--- src/rtl/core/assert_macros.svh ---
// assertion macros used by the rgb pixel format writer datapath
`ifndef ASSERT_MACROS_SVH
`define ASSERT_MACROS_SVH

// same-cycle implication, checked out of reset
`define ASSERT_IMPL(label, clk, rst_n, ante, cons, msg) \
    label: assert property (@(posedge clk) disable iff (!rst_n) (ante) |-> (cons)) \
        else $error(msg);

// next-cycle implication, checked out of reset
`define ASSERT_NEXT(label, clk, rst_n, ante, cons, msg) \
    label: assert property (@(posedge clk) disable iff (!rst_n) (ante) |=> (cons)) \
        else $error(msg);

`endif

--- src/rtl/core/rgbpf_pkg.sv ---
// types, constants and helpers of the rgb pixel format writer
package rgbpf_pkg;

    // field widths
    localparam int unsigned COORD_WIDTH  = 12;
    localparam int unsigned COLOR_WIDTH  = 24;
    localparam int unsigned OFFSET_WIDTH = 28;
    localparam int unsigned WORD_WIDTH   = 32;
    localparam int unsigned BPP_WIDTH    = 3;
    localparam int unsigned PITCH_WIDTH  = 16;
    localparam int unsigned SIZE_WIDTH   = 4;
    localparam int unsigned SHIFT_WIDTH  = 5;
    localparam int unsigned CHAN_WIDTH   = 8;
    localparam int unsigned NUM_CHAN     = 3;

    // configuration port
    localparam int unsigned ADDR_WIDTH = 5;
    localparam int unsigned DATA_WIDTH = 32;
    localparam int unsigned IDX_LSB    = 2;
    localparam int unsigned IDX_WIDTH  = 3;

    // channel scaling: chan * (2^size - 1) fits 23 bits, quotient by 255 fits 15 bits
    localparam int unsigned PROD_WIDTH   = CHAN_WIDTH + (1 << SIZE_WIDTH) - 1;
    localparam int unsigned QUOT_WIDTH   = (1 << SIZE_WIDTH) - 1;
    localparam int unsigned RECIP_WIDTH  = 24;
    localparam int unsigned RECIP_SHIFT  = 31;
    localparam int unsigned RPROD_WIDTH  = PROD_WIDTH + RECIP_WIDTH;
    localparam logic [RECIP_WIDTH-1:0] RECIP_255 = 24'h808080;
    localparam logic [CHAN_WIDTH-1:0]  CHAN_MAX  = 8'hFF;

    // bytes per pixel limits
    localparam logic [BPP_WIDTH-1:0] BPP_MIN = 3'd2;
    localparam logic [BPP_WIDTH-1:0] BPP_MAX = 3'd4;

    // register reset values
    localparam logic [PITCH_WIDTH-1:0] PITCH_RESET       = 16'd16384;
    localparam logic [BPP_WIDTH-1:0]   BPP_RESET         = 3'd4;
    localparam logic [SIZE_WIDTH-1:0]  SIZE_RESET        = 4'd8;
    localparam logic [SHIFT_WIDTH-1:0] RED_SHIFT_RESET   = 5'd16;
    localparam logic [SHIFT_WIDTH-1:0] GREEN_SHIFT_RESET = 5'd8;
    localparam logic [SHIFT_WIDTH-1:0] BLUE_SHIFT_RESET  = 5'd0;

    // channel order in the colour and the register arrays
    localparam int unsigned CH_RED   = 0;
    localparam int unsigned CH_GREEN = 1;
    localparam int unsigned CH_BLUE  = 2;

    // register indexes
    typedef enum logic [IDX_WIDTH-1:0] {
        REG_PITCH       = 3'd0,
        REG_BPP         = 3'd1,
        REG_RED_SIZE    = 3'd2,
        REG_RED_SHIFT   = 3'd3,
        REG_GREEN_SIZE  = 3'd4,
        REG_GREEN_SHIFT = 3'd5,
        REG_BLUE_SIZE   = 3'd6,
        REG_BLUE_SHIFT  = 3'd7
    } t_reg_idx;

    // request payloads
    typedef struct packed {
        logic [COORD_WIDTH-1:0] pixel_x;
        logic [COORD_WIDTH-1:0] pixel_y;
        logic [COLOR_WIDTH-1:0] rgb_color;
    } t_pix_in;

    typedef struct packed {
        logic [OFFSET_WIDTH-1:0] byte_offset;
        logic [WORD_WIDTH-1:0]   pixel_word;
        logic [BPP_WIDTH-1:0]    store_bytes;
    } t_pix_out;

    // configuration seen by the datapath
    typedef struct packed {
        logic [PITCH_WIDTH-1:0]                 pitch;
        logic [BPP_WIDTH-1:0]                   bpp;
        logic [NUM_CHAN-1:0][SIZE_WIDTH-1:0]    size;
        logic [NUM_CHAN-1:0][SHIFT_WIDTH-1:0]   shift;
    } t_cfg;

    // clamp bytes per pixel into 2..4
    function automatic logic [BPP_WIDTH-1:0] clamp_bpp(input logic [BPP_WIDTH-1:0] bpp);
        logic [BPP_WIDTH-1:0] res;
        if (bpp < BPP_MIN) begin
            res = BPP_MIN;
        end else if (bpp > BPP_MAX) begin
            res = BPP_MAX;
        end else begin
            res = bpp;
        end
        return res;
    endfunction

endpackage

--- src/rtl/core/rgbpf_cfg.sv ---
// configuration register file with apb-style access
module rgbpf_cfg (
    input  logic                               i_clk,
    input  logic                               i_rst_n,
    input  logic                               psel,
    input  logic                               penable,
    input  logic                               pwrite,
    input  logic [rgbpf_pkg::ADDR_WIDTH-1:0]   paddr,
    input  logic [rgbpf_pkg::DATA_WIDTH-1:0]   pwdata,
    output logic [rgbpf_pkg::DATA_WIDTH-1:0]   prdata,
    output logic                               pready,
    output rgbpf_pkg::t_cfg                    o_cfg
);

    rgbpf_pkg::t_cfg      r_cfg;
    rgbpf_pkg::t_reg_idx  w_idx;
    logic                 w_wr;

    assign w_idx  = rgbpf_pkg::t_reg_idx'(paddr[rgbpf_pkg::IDX_LSB +: rgbpf_pkg::IDX_WIDTH]);
    assign w_wr   = psel & penable & pwrite;
    assign pready = 1'b1;
    assign o_cfg  = r_cfg;

    // register writes
    always_ff @(posedge i_clk) begin
        if (!i_rst_n) begin
            r_cfg.pitch                     <= rgbpf_pkg::PITCH_RESET;
            r_cfg.bpp                       <= rgbpf_pkg::BPP_RESET;
            r_cfg.size[rgbpf_pkg::CH_RED]   <= rgbpf_pkg::SIZE_RESET;
            r_cfg.size[rgbpf_pkg::CH_GREEN] <= rgbpf_pkg::SIZE_RESET;
            r_cfg.size[rgbpf_pkg::CH_BLUE]  <= rgbpf_pkg::SIZE_RESET;
            r_cfg.shift[rgbpf_pkg::CH_RED]   <= rgbpf_pkg::RED_SHIFT_RESET;
            r_cfg.shift[rgbpf_pkg::CH_GREEN] <= rgbpf_pkg::GREEN_SHIFT_RESET;
            r_cfg.shift[rgbpf_pkg::CH_BLUE]  <= rgbpf_pkg::BLUE_SHIFT_RESET;
        end else if (w_wr) begin
            unique case (w_idx)
                rgbpf_pkg::REG_PITCH: begin
                    r_cfg.pitch <= pwdata[rgbpf_pkg::PITCH_WIDTH-1:0];
                end
                rgbpf_pkg::REG_BPP: begin
                    r_cfg.bpp <= pwdata[rgbpf_pkg::BPP_WIDTH-1:0];
                end
                rgbpf_pkg::REG_RED_SIZE: begin
                    r_cfg.size[rgbpf_pkg::CH_RED] <= pwdata[rgbpf_pkg::SIZE_WIDTH-1:0];
                end
                rgbpf_pkg::REG_RED_SHIFT: begin
                    r_cfg.shift[rgbpf_pkg::CH_RED] <= pwdata[rgbpf_pkg::SHIFT_WIDTH-1:0];
                end
                rgbpf_pkg::REG_GREEN_SIZE: begin
                    r_cfg.size[rgbpf_pkg::CH_GREEN] <= pwdata[rgbpf_pkg::SIZE_WIDTH-1:0];
                end
                rgbpf_pkg::REG_GREEN_SHIFT: begin
                    r_cfg.shift[rgbpf_pkg::CH_GREEN] <= pwdata[rgbpf_pkg::SHIFT_WIDTH-1:0];
                end
                rgbpf_pkg::REG_BLUE_SIZE: begin
                    r_cfg.size[rgbpf_pkg::CH_BLUE] <= pwdata[rgbpf_pkg::SIZE_WIDTH-1:0];
                end
                rgbpf_pkg::REG_BLUE_SHIFT: begin
                    r_cfg.shift[rgbpf_pkg::CH_BLUE] <= pwdata[rgbpf_pkg::SHIFT_WIDTH-1:0];
                end
                default: begin
                end
            endcase
        end
    end

    // read-back mux
    always_comb begin
        unique case (w_idx)
            rgbpf_pkg::REG_PITCH:
                prdata = rgbpf_pkg::DATA_WIDTH'(r_cfg.pitch);
            rgbpf_pkg::REG_BPP:
                prdata = rgbpf_pkg::DATA_WIDTH'(r_cfg.bpp);
            rgbpf_pkg::REG_RED_SIZE:
                prdata = rgbpf_pkg::DATA_WIDTH'(r_cfg.size[rgbpf_pkg::CH_RED]);
            rgbpf_pkg::REG_RED_SHIFT:
                prdata = rgbpf_pkg::DATA_WIDTH'(r_cfg.shift[rgbpf_pkg::CH_RED]);
            rgbpf_pkg::REG_GREEN_SIZE:
                prdata = rgbpf_pkg::DATA_WIDTH'(r_cfg.size[rgbpf_pkg::CH_GREEN]);
            rgbpf_pkg::REG_GREEN_SHIFT:
                prdata = rgbpf_pkg::DATA_WIDTH'(r_cfg.shift[rgbpf_pkg::CH_GREEN]);
            rgbpf_pkg::REG_BLUE_SIZE:
                prdata = rgbpf_pkg::DATA_WIDTH'(r_cfg.size[rgbpf_pkg::CH_BLUE]);
            rgbpf_pkg::REG_BLUE_SHIFT:
                prdata = rgbpf_pkg::DATA_WIDTH'(r_cfg.shift[rgbpf_pkg::CH_BLUE]);
            default:
                prdata = '0;
        endcase
    end

endmodule

--- src/rtl/core/rgbpf_pipe.sv ---
// three-stage pixel datapath: scale products, reciprocal divide, pack and output
`include "assert_macros.svh"

module rgbpf_pipe (
    input  logic                 i_clk,
    input  logic                 i_rst_n,
    input  logic                 i_valid,
    output logic                 o_stall,
    input  rgbpf_pkg::t_pix_in   i_in,
    input  rgbpf_pkg::t_cfg      i_cfg,
    output logic                 o_valid,
    input  logic                 i_stall,
    output rgbpf_pkg::t_pix_out  o_out
);

    localparam int unsigned YP_WIDTH  = rgbpf_pkg::COORD_WIDTH + rgbpf_pkg::PITCH_WIDTH;
    localparam int unsigned XB_WIDTH  = rgbpf_pkg::COORD_WIDTH + rgbpf_pkg::BPP_WIDTH;
    localparam int unsigned SUM_WIDTH = YP_WIDTH + 1;

    // stage readiness
    logic w_rdy1;
    logic w_rdy2;
    logic w_rdy3;

    // stage 1 registers
    logic                                                    r_s1_valid;
    logic [rgbpf_pkg::NUM_CHAN-1:0][rgbpf_pkg::PROD_WIDTH-1:0] r_s1_prod;
    logic [YP_WIDTH-1:0]                                     r_s1_yp;
    logic [XB_WIDTH-1:0]                                     r_s1_xb;
    logic [rgbpf_pkg::BPP_WIDTH-1:0]                         r_s1_bpp;

    // stage 2 registers
    logic                                                    r_s2_valid;
    logic [rgbpf_pkg::NUM_CHAN-1:0][rgbpf_pkg::PROD_WIDTH-1:0] r_s2_prod;
    logic [rgbpf_pkg::NUM_CHAN-1:0][rgbpf_pkg::QUOT_WIDTH-1:0] r_s2_quot;
    logic [rgbpf_pkg::OFFSET_WIDTH-1:0]                      r_s2_off;
    logic [rgbpf_pkg::BPP_WIDTH-1:0]                         r_s2_bpp;

    // output registers
    logic                 r_out_valid;
    rgbpf_pkg::t_pix_out  r_out;

    // next values
    logic [rgbpf_pkg::NUM_CHAN-1:0][rgbpf_pkg::PROD_WIDTH-1:0] n_s1_prod;
    logic [YP_WIDTH-1:0]                                     n_s1_yp;
    logic [XB_WIDTH-1:0]                                     n_s1_xb;
    logic [rgbpf_pkg::BPP_WIDTH-1:0]                         n_s1_bpp;
    logic [rgbpf_pkg::NUM_CHAN-1:0][rgbpf_pkg::QUOT_WIDTH-1:0] n_s2_quot;
    logic [rgbpf_pkg::OFFSET_WIDTH-1:0]                      n_s2_off;
    logic [rgbpf_pkg::WORD_WIDTH-1:0]                        n_word;

    // intermediate terms
    logic [rgbpf_pkg::NUM_CHAN-1:0][rgbpf_pkg::RPROD_WIDTH-1:0] w_rprod;
    logic [rgbpf_pkg::NUM_CHAN-1:0][rgbpf_pkg::PROD_WIDTH-1:0]  w_mul255;
    logic [rgbpf_pkg::NUM_CHAN-1:0][rgbpf_pkg::PROD_WIDTH-1:0]  w_rem;
    logic [rgbpf_pkg::NUM_CHAN-1:0][rgbpf_pkg::QUOT_WIDTH-1:0]  w_quot;
    logic [SUM_WIDTH-1:0]                                      w_off_sum;
    logic                                                      w_quot_ok;

    // ready chain: a stage takes data when empty or when it moves on
    assign w_rdy3  = !r_out_valid || !i_stall;
    assign w_rdy2  = !r_s2_valid || w_rdy3;
    assign w_rdy1  = !r_s1_valid || w_rdy2;
    assign o_stall = !w_rdy1;

    // stage 1: chan * (2^size - 1) as shift and subtract, offset products, bpp clamp
    always_comb begin
        logic [rgbpf_pkg::PROD_WIDTH-1:0] chan;
        for (int c = 0; c < rgbpf_pkg::NUM_CHAN; c++) begin
            chan = rgbpf_pkg::PROD_WIDTH'(i_in.rgb_color[rgbpf_pkg::CHAN_WIDTH *
                    (rgbpf_pkg::NUM_CHAN - 1 - c) +: rgbpf_pkg::CHAN_WIDTH]);
            n_s1_prod[c] = (chan << i_cfg.size[c]) - chan;
        end
        n_s1_bpp = rgbpf_pkg::clamp_bpp(i_cfg.bpp);
        n_s1_yp  = YP_WIDTH'(i_in.pixel_y) * YP_WIDTH'(i_cfg.pitch);
        n_s1_xb  = XB_WIDTH'(i_in.pixel_x) * XB_WIDTH'(n_s1_bpp);
    end

    // stage 2: quotient estimate by reciprocal of 255, offset sum
    always_comb begin
        for (int c = 0; c < rgbpf_pkg::NUM_CHAN; c++) begin
            w_rprod[c]   = rgbpf_pkg::RPROD_WIDTH'(r_s1_prod[c]) *
                           rgbpf_pkg::RPROD_WIDTH'(rgbpf_pkg::RECIP_255);
            n_s2_quot[c] = w_rprod[c][rgbpf_pkg::RECIP_SHIFT +: rgbpf_pkg::QUOT_WIDTH];
        end
        w_off_sum = SUM_WIDTH'(r_s1_yp) + SUM_WIDTH'(r_s1_xb);
        n_s2_off  = rgbpf_pkg::OFFSET_WIDTH'(w_off_sum);
    end

    // stage 3: one-step quotient correction, place fields and merge
    always_comb begin
        n_word    = '0;
        w_quot_ok = 1'b1;
        for (int c = 0; c < rgbpf_pkg::NUM_CHAN; c++) begin
            w_mul255[c] = (rgbpf_pkg::PROD_WIDTH'(r_s2_quot[c]) << rgbpf_pkg::CHAN_WIDTH) -
                          rgbpf_pkg::PROD_WIDTH'(r_s2_quot[c]);
            w_rem[c]    = r_s2_prod[c] - w_mul255[c];
            if (w_rem[c] >= rgbpf_pkg::PROD_WIDTH'(rgbpf_pkg::CHAN_MAX)) begin
                w_quot[c] = r_s2_quot[c] + 1'b1;
            end else begin
                w_quot[c] = r_s2_quot[c];
            end
            n_word    = n_word | (rgbpf_pkg::WORD_WIDTH'(w_quot[c]) << i_cfg.shift[c]);
            w_quot_ok = w_quot_ok & (w_mul255[c] <= r_s2_prod[c]);
        end
    end

    // valid bits
    always_ff @(posedge i_clk) begin
        if (!i_rst_n) begin
            r_s1_valid  <= 1'b0;
            r_s2_valid  <= 1'b0;
            r_out_valid <= 1'b0;
        end else begin
            if (w_rdy1) begin
                r_s1_valid <= i_valid;
            end
            if (w_rdy2) begin
                r_s2_valid <= r_s1_valid;
            end
            if (w_rdy3) begin
                r_out_valid <= r_s2_valid;
            end
        end
    end

    // payload registers
    always_ff @(posedge i_clk) begin
        if (w_rdy1 && i_valid) begin
            r_s1_prod <= n_s1_prod;
            r_s1_yp   <= n_s1_yp;
            r_s1_xb   <= n_s1_xb;
            r_s1_bpp  <= n_s1_bpp;
        end
        if (w_rdy2 && r_s1_valid) begin
            r_s2_prod <= r_s1_prod;
            r_s2_quot <= n_s2_quot;
            r_s2_off  <= n_s2_off;
            r_s2_bpp  <= r_s1_bpp;
        end
        if (w_rdy3 && r_s2_valid) begin
            r_out.byte_offset <= r_s2_off;
            r_out.pixel_word  <= n_word;
            r_out.store_bytes <= r_s2_bpp;
        end
    end

    assign o_valid = r_out_valid;
    assign o_out   = r_out;

    // checks
    `ASSERT_IMPL(a_store_bytes_range, i_clk, i_rst_n, r_out_valid,
        (r_out.store_bytes >= rgbpf_pkg::BPP_MIN) && (r_out.store_bytes <= rgbpf_pkg::BPP_MAX),
        "store_bytes outside 2..4")
    `ASSERT_IMPL(a_quot_not_over, i_clk, i_rst_n, r_s2_valid, w_quot_ok,
        "reciprocal quotient estimate above true quotient")
    `ASSERT_NEXT(a_s1_holds, i_clk, i_rst_n, r_s1_valid && !w_rdy2, r_s1_valid,
        "stage 1 request lost while blocked")
    `ASSERT_NEXT(a_accept_fills_s1, i_clk, i_rst_n, i_valid && !o_stall, r_s1_valid,
        "accepted request did not enter stage 1")

endmodule

--- src/rtl/core/rgb_pixel_format_writer.sv ---
// rgb pixel format writer top level: colour scaling, packing and framebuffer offset
// an accepted request passes through the stage 1 and stage 2 registers to the output register
// throughput: one pixel per cycle while i_stall is low; each of the three stages moves on when the next one has room
// the per-stage ready chain fills bubbles, so a new request enters while a result waits
// reset: synchronous active-low clears the valid bits and restores the register defaults
module rgb_pixel_format_writer (
    input  logic                               i_clk,
    input  logic                               i_rst_n,
    input  logic                               psel,
    input  logic                               penable,
    input  logic                               pwrite,
    input  logic [rgbpf_pkg::ADDR_WIDTH-1:0]   paddr,
    input  logic [rgbpf_pkg::DATA_WIDTH-1:0]   pwdata,
    output logic [rgbpf_pkg::DATA_WIDTH-1:0]   prdata,
    output logic                               pready,
    input  logic                               i_valid,
    output logic                               o_stall,
    input  rgbpf_pkg::t_pix_in                 i_in_data,
    output logic                               o_valid,
    input  logic                               i_stall,
    output rgbpf_pkg::t_pix_out                o_out_data
);

    rgbpf_pkg::t_cfg w_cfg;

    // configuration registers
    rgbpf_cfg u_cfg (
        .i_clk   (i_clk),
        .i_rst_n (i_rst_n),
        .psel    (psel),
        .penable (penable),
        .pwrite  (pwrite),
        .paddr   (paddr),
        .pwdata  (pwdata),
        .prdata  (prdata),
        .pready  (pready),
        .o_cfg   (w_cfg)
    );

    // pixel datapath
    rgbpf_pipe u_pipe (
        .i_clk   (i_clk),
        .i_rst_n (i_rst_n),
        .i_valid (i_valid),
        .o_stall (o_stall),
        .i_in    (i_in_data),
        .i_cfg   (w_cfg),
        .o_valid (o_valid),
        .i_stall (i_stall),
        .o_out   (o_out_data)
    );

endmodule

--- config.mk ---
export PLATFORM = sky130hd
export DESIGN_NAME = rgb_pixel_format_writer
export DESIGN_NICKNAME = d
export VERILOG_FILES = /design/src/rtl/core/rgbpf_pkg.sv /design/src/rtl/core/rgbpf_cfg.sv /design/src/rtl/core/rgbpf_pipe.sv /design/src/rtl/core/rgb_pixel_format_writer.sv
export VERILOG_INCLUDE_DIRS = /design/src /design/src/rtl/core
export SDC_FILE = /design/constraint.sdc
export NUM_CORES = 2
export LEC_CHECK = 0
export BUFFER_PORTS_ARGS = -buffer_cell sky130_fd_sc_hd__buf_4
export CAP_MARGIN = 30
export CORE_MARGIN = 2
export CORE_UTILIZATION = 45
export CTS_BUF_LIST = sky130_fd_sc_hd__clkbuf_8
export CTS_CLUSTER_DIAMETER = 50
export DETAILED_ROUTE_END_ITERATION = 16
export SYNTH_ARGS = -nofsm -noshare
export SYNTH_HDL_FRONTEND = slang
export SYNTH_SLANG_ARGS = --single-unit
--- constraint.sdc ---
create_clock -name i_clk -period 18.95 [get_ports i_clk]
set_input_delay 3.79 -clock i_clk [delete_from_list [all_inputs] [get_ports i_clk]]
set_output_delay 3.79 -clock i_clk [all_outputs]
set_load 0.01 [all_outputs]
# --- After elaboration in Yosys (flattened, before gate mapping) ---
# Cells that the tools add are included.
classes:
  addsub: 13
  mul: 5
  n_lt_le_gt_ge: 5
  n_eq_ne: 7
  n_shift: 6
  n_mux: 6
  bitwise_logic: 4
  reduce_logical: 20
ops:
  columns: ["op", "count"]
  rows:
  - ["one-hot mux 32 bit (8 select lines)", 1]
  - ["multiplier 23 x 17 -> 39 bit (second input constant)", 3]
  - ["left shift 15 x 5 -> 32 bit", 3]
  - [">= comparator 23 x 8 -> 1 bit (second input constant)", 3]
  - ["left shift 8 x 4 -> 23 bit", 3]
  - ["subtractor 23 x 15 -> 23 bit", 3]
  - ["subtractor 23 bit", 3]
  - ["subtractor 23 x 8 -> 23 bit", 3]
  - ["bitwise OR 32 bit", 2]
  - ["adder 15 x 1 -> 15 bit (second input constant)", 3]
  - ["2-to-1 mux 15 bit", 3]
  - ["adder 28 x 15 -> 28 bit", 1]
  - ["multiplier 12 x 16 -> 28 bit", 1]
  - ["AND reduction 2 bit", 8]
  - ["multiplier 12 x 3 -> 15 bit", 1]
  - ["equality test 3 bit (second input constant)", 4]
  - ["equality test 3 x 2 -> 1 bit (second input constant)", 2]
  - ["2-to-1 mux 3 bit", 2]
  - ["logical NOT 1 bit", 5]
  - ["equality test 3 x 1 -> 1 bit (second input constant)", 1]
  - ["greater-than comparator 3 bit (second input constant)", 1]
  - ["logical AND 1 bit", 3]
  - ["logical NOT 3 bit", 1]
  - ["logical OR 1 bit", 3]
  - ["other kinds (2)", 3]
word_totals:
  regBits: 372
  in_bits: 92
  out_inout_bits: 98
  wordCells: 94

# --- Logic depth before layout (Yosys ltp) ---
depth:
  depth_word: 7
  ltp_mapped: 27
  mapped_depth_nobuf: 26

# --- By module ---
# A second synthesis with hierarchy kept.
hier_totals:
  cells_unflattened: 4404
  area_unflattened_um2: 39270.2
by_module_without_submodules:
  columns: ["mod", "n_inst", "cells_per_inst", "area_per_inst_um2", "seq_area_each_um2"]
  rows:
  - ["rgbpf_pipe", 1, 4118, 36931.7, 9759.4]
  - ["rgbpf_cfg", 1, 286, 2338.5, 920.9]

# --- Worst setup path before layout ---
# Ideal clock, no wire load.
synth_timing:
  path_kind: "input port to flip-flop"
  start: "input port i_stall"
  end: "register u_pipe.r_s2_bpp[0] (netlist name), enable pin"
  setup_time_ns: 0.669
  arrival_time_ns: 10.408
  slack_ns: 7.873
  path_stages: 2
  path_cell_list: "and3_1 > nor2b_1"
synth_via:
  elab_chain_cells: 4
synth_rtl:
  columns: ["element", "line_no", "rtl"]
  rows:
  - ["from (decl)", "rgb_pixel_format_writer.sv:20", "input logic i_stall,"]
  - ["logical NOT 1 bit", "rgbpf_pipe.sv:61", "assign w_rdy3 = !r_out_valid || !i_stall;"]
  - ["logical OR 1 bit", "rgbpf_pipe.sv:61", null]
  - ["logical OR 1 bit", "rgbpf_pipe.sv:62", "assign w_rdy2 = !r_s2_valid || w_rdy3;"]
  - ["logical AND 1 bit", "rgbpf_pipe.sv:135", "if (w_rdy2 && r_s1_valid) begin"]
  - ["to (signal assigned)", "rgbpf_pipe.sv:139", "r_s2_bpp <= r_s1_bpp;"]
  - ["to (decl)", "rgbpf_pipe.sv:37", "logic [rgbpf_pkg::BPP_WIDTH-1:0] r_s2_bpp;"]
# Every way passes these cells.
# A chain may end at the register's enable or synchronous reset.

# --- Final worst setup path ---
layout_timing:
  start: "input port i_in_data[30] (netlist name)"
  end: "register u_pipe.r_s1_yp[27] (data pin)"
layout_via:
  elab_chain_cells: 1
layout_rtl:
  columns: ["element", "line_no", "rtl"]
  rows:
  - ["from (decl)", "rgb_pixel_format_writer.sv:18", "input rgbpf_pkg::t_pix_in i_in_data,"]
  - ["multiplier 12 x 16 -> 28 bit", "rgbpf_pipe.sv:75", "n_s1_yp = YP_WIDTH'(i_in.pixel_y) * YP_WIDTH'(i_cfg.pitch);"]
  - ["named net u_pipe.n_s1_yp[27]", "rgbpf_pipe.sv:45", "logic [YP_WIDTH-1:0] n_s1_yp;"]
  - ["to (signal assigned)", "rgbpf_pipe.sv:131", "r_s1_yp <= n_s1_yp;"]
  - ["to (decl)", "rgbpf_pipe.sv:28", "logic [YP_WIDTH-1:0] r_s1_yp;"]
# The timed path passes the listed nets, and every way through them passes these cells.

==> run metrics <==
clock slew seen by the registers of the worst setup and hold paths=0.06 ns; flop and latch count out of synthesis=between 300 and 400; Sw Share=between 30% and 40%; Skew-Pair Late Insertion Delay=0.68 ns; pin count of the biggest net entering global routing=75; min cycle time layout=between 9 and 10 ns; highest-delay cell along the critical path=fa_1; Worst R2R Path Depth=17; hold endpoint=u_pipe.o_out[42]$_DFFE_PP_; post-synth cell types=114; Setup-failing EPs final=0; CP Cell Sequence=buf_4 -> and2_1 -> fa_1 -> inv_1 -> fa_1 -> inv_1 -> fa_1 -> inv_1 -> fa_1 -> inv_1 -> fa_1 -> ha_1 -> and3_1 -> o311a_1 -> a2111oi_0 -> nor3_1 -> a211oi_1 -> a211oi_1 -> nand4_1 -> a31oi_1 -> a21o_1 -> a21oi_1 -> xnor2_1; antenna viol nets, final=0; die area=a little over 90,000 sq um; setup_tns=0 ns; arrival time at the worst endpoint=9.62 ns; most used cell, CP=fa_1; Port Buf Inserts=~150; hold depth=0; routability cong.=approximately 0.96; clock sink count=between 300 and 400; CP Data Required Time=approximately 19 ns; num rows=approximately 110; CORE AREA=slightly below 90,000 sq um; total power=2.797 mW; Slew @ Worst Pin=around 1.1 ns; max-slew violation count=0; Reg2Reg Setup Slack=approximately 12 ns; # fillers=roughly 8,300; delay-heaviest family, CP=adder cells; hold path startpoint=u_pipe.r_s2_off[7]$_DFFE_PP_; area leader, netlist=edfxtp_1; nature of the critical path endpoint=register; CTS max path bufs=3; via count=between 30,000 and 40,000; postcts setup bufs=0; slew margin rel.=29.86%; status=finished, final reports clean; number of global-route vias before repair=approximately 31,000; final WL=112,900 um; synth warn=0; R2R Path End=u_pipe.o_out[22]$_DFFE_PP_; Comb power frac=around a third; syn_area_per_cell=~9 sq um; sw power=0.9993 mW; Setup WS pre-CTS=~9.0 ns; Post-synth top cells=inv_1 (548), ha_1 (482), nand2_1 (440); Hold Path Class=reg -> reg; sequential-to-total area share from yosys stat=between 20% and 30%; Starting Density=between 40% and 50%; P_leak=between 15 and 20 nW; Die X-Extent=301.2 um; Startpoint Class=input port; total gr overflow=0; initial antenna violation count=11; Inserted Clock Buffers=72; DRC viols=0; DR iter-0 viols=about 2,600; first-pass GRT wire length=between 150,000 and 200,000 um; top_reg_cell synth=edfxtp_1; cell area after synthesis=39,740 sq um; Worst R2R Start=u_pipe.r_s2_quot[32]$_DFFE_PP_; Final period util=48.48%; TritonCTS clock tree=built; io pins=190; share of cells above drive strength 1=8.621%; kind of critical path=in -> reg; clk root buf=clkbuf_8; CP bufs+invs=5; hold slack=roughly 0.4 ns; Layout Skew=about 0.044 ns; fin area=43,360 sq um; Worst path max stage delay=about 0.55 ns; Layout area overhead=9.095%; Pre-antenna DRT Iters=8; via density per instance=around 5.7; CTS Hold Bufs=0; Die Y=301.2 um; PnR worst setup slack=approximately 10 ns; Global Route Usage Sum=between 20% and 30%; Layout Nets=around 5,300; Max H-tree Level=3; post-place instance area=approximately 42,000 sq um; post-CTS sizing=0; RSZ-0062 raised after global routing=false; WL per Instance=between 15 and 20 um; worst-case vdd ir drop=approximately 0.058 mV; count leader, synth=inv_1; crit path max fanout=16; Synth area leaders=edfxtp_1 (24%), ha_1 (15%), fa_1 (9.6%), inv_1 (5.2%), nand2_1 (4.2%); Post-Syn Instances=between 4,000 and 5,000; Cell Pwr Density=roughly 65 nW/um^2; cell internal pwr=between 1.5 and 2 mW; Final Hold Viols=0; Synth async-reset ratio=0%; clock power share=between 20 and 30%; Yosys top cell area share=24.40%; Flop pwr share=a little over a third; achievable frequency=108.9 MHz; Final HPWL DP=approximately 89,000 um; Max-cap violations=0; Post-synth EDFFs=roughly 320
## state kept, by name, indices dropped and copies added, names as in the netlist
name,flops
u_pipe.r_s1_prod,69
u_pipe.r_s2_prod,69
u_pipe.o_out,63
u_cfg.o_cfg,46
u_pipe.r_s2_quot,45
u_pipe.r_s1_yp,28
u_pipe.r_s2_off,28
u_pipe.r_s1_xb,15
u_pipe.r_s1_bpp,3
u_pipe.r_s2_bpp,3
u_pipe.o_valid,1
u_pipe.r_s1_valid,1
u_pipe.r_s2_valid,1
## worst max path at each step
stage | startpoint | slack [ns] | cells past startpoint | end
final | i_in_data[30] | 9.76 | 23 | u_pipe.r_s1_yp[27]$_DFFE_PP_
after floorplan | i_stall | 7.87 | 2 | u_pipe.r_s2_bpp[0]$_DFFE_PP_
after global placement | i_in_data[30] | 9.08 | 23 | u_pipe.r_s1_yp[27]$_DFFE_PP_
after detailed placement | i_in_data[30] | 9.05 | 23 | u_pipe.r_s1_yp[27]$_DFFE_PP_
after CTS | i_in_data[30] | 9.79 | 23 | u_pipe.r_s1_yp[27]$_DFFE_PP_
after global routing | i_in_data[30] | 9.51 | 23 | u_pipe.r_s1_yp[27]$_DFFE_PP_
## kinds of logic (layout without fill, tap and decap cells)
kind of cell / count (synthesis) / after routing / share of synthesized area [%]
multiplexers: 144 / 144 / 4.045
flip-flops: 372 / 372 / 26.87
adder cells (fa/ha/maj): 673 / 673 / 24.80
buffers and inverters: 735 / 862 / 7.156
AND/OR/NAND/NOR: 1407 / 1407 / 17.45
AO/OA/AOI/OAI: 883 / 883 / 15.44
XOR/XNOR: 189 / 189 / 4.219
other: 2 / 18 / 0.01890
## per-layer routing
| metal | track usage (%) | wire, um | vias up |
|---|---|---|---|
| li1 | - | - | 15710 |
| met3 | 3.905 | 7896 | 171 |
| met4 | 7.249 | 3078 | 12 |
| met5 | 0 | 72 | - |
| met1 | 35.34 | 51870 | 15460 |
| met2 | 38.59 | 49950 | 1096 |
## layout by cell type (no fill, tap or decap), types with 59 or more instances in the layout
cell | synthesis | routed
edfxtp_1 | 323 | 323
nand2_1 | 440 | 440
buf_4 | 17 | 180
fa_1 | 191 | 191
inv_1 | 548 | 564
clkbuf_8 | 0 | 76
mux2i_1 | 107 | 107
a21o_1 | 59 | 59
and2_1 | 143 | 143
xnor2_1 | 130 | 130
nor2b_1 | 69 | 67
nor2_1 | 292 | 292
o21ai_0 | 173 | 173
a21oi_1 | 168 | 168
nand3_1 | 91 | 91
and3_1 | 59 | 59
nor3_1 | 94 | 93
ha_1 | 482 | 482
## area by class of cell
cell class | count | area [sq um] | share of cell area, %
Clock inverter | 51 | 434.2 | 1.001
Antenna cell | 1 | 2.502 | 0.005772
Tap cell | 1155 | 1445 | 3.333
Clock buffer | 76 | 1046 | 2.412
Inverter | 553 | 2076 | 4.787
Sequential cell | 372 | 10680 | 24.63
Multi-Input combinational cell | 3313 | 26310 | 60.67
Timing Repair Buffer | 182 | 1368 | 3.154
## power by group through the flow
stage | Sequential (mW) | Combinational [mW] | Clock [mW]
2_1_floorplan | 0.999 | 0.719 | 0
3_3_place_gp | 1.02 | 0.953 | 0
3_5_place_dp | 1.02 | 0.956 | 0
4_1_cts | 1.00 | 0.966 | 0.845
5_1_grt | 1.01 | 1.09 | 0.881
6_report | 1.00 | 0.972 | 0.820
## through the flow
step                      utilization, %  std cells
after floorplan                        -       4420
after global placement             48.02       5572
after detailed placement           48.04       5575
after CTS                          49.74       5702
after global routing               49.75       5703
final                              49.75       5703
(Power assumes the default switching activity.)
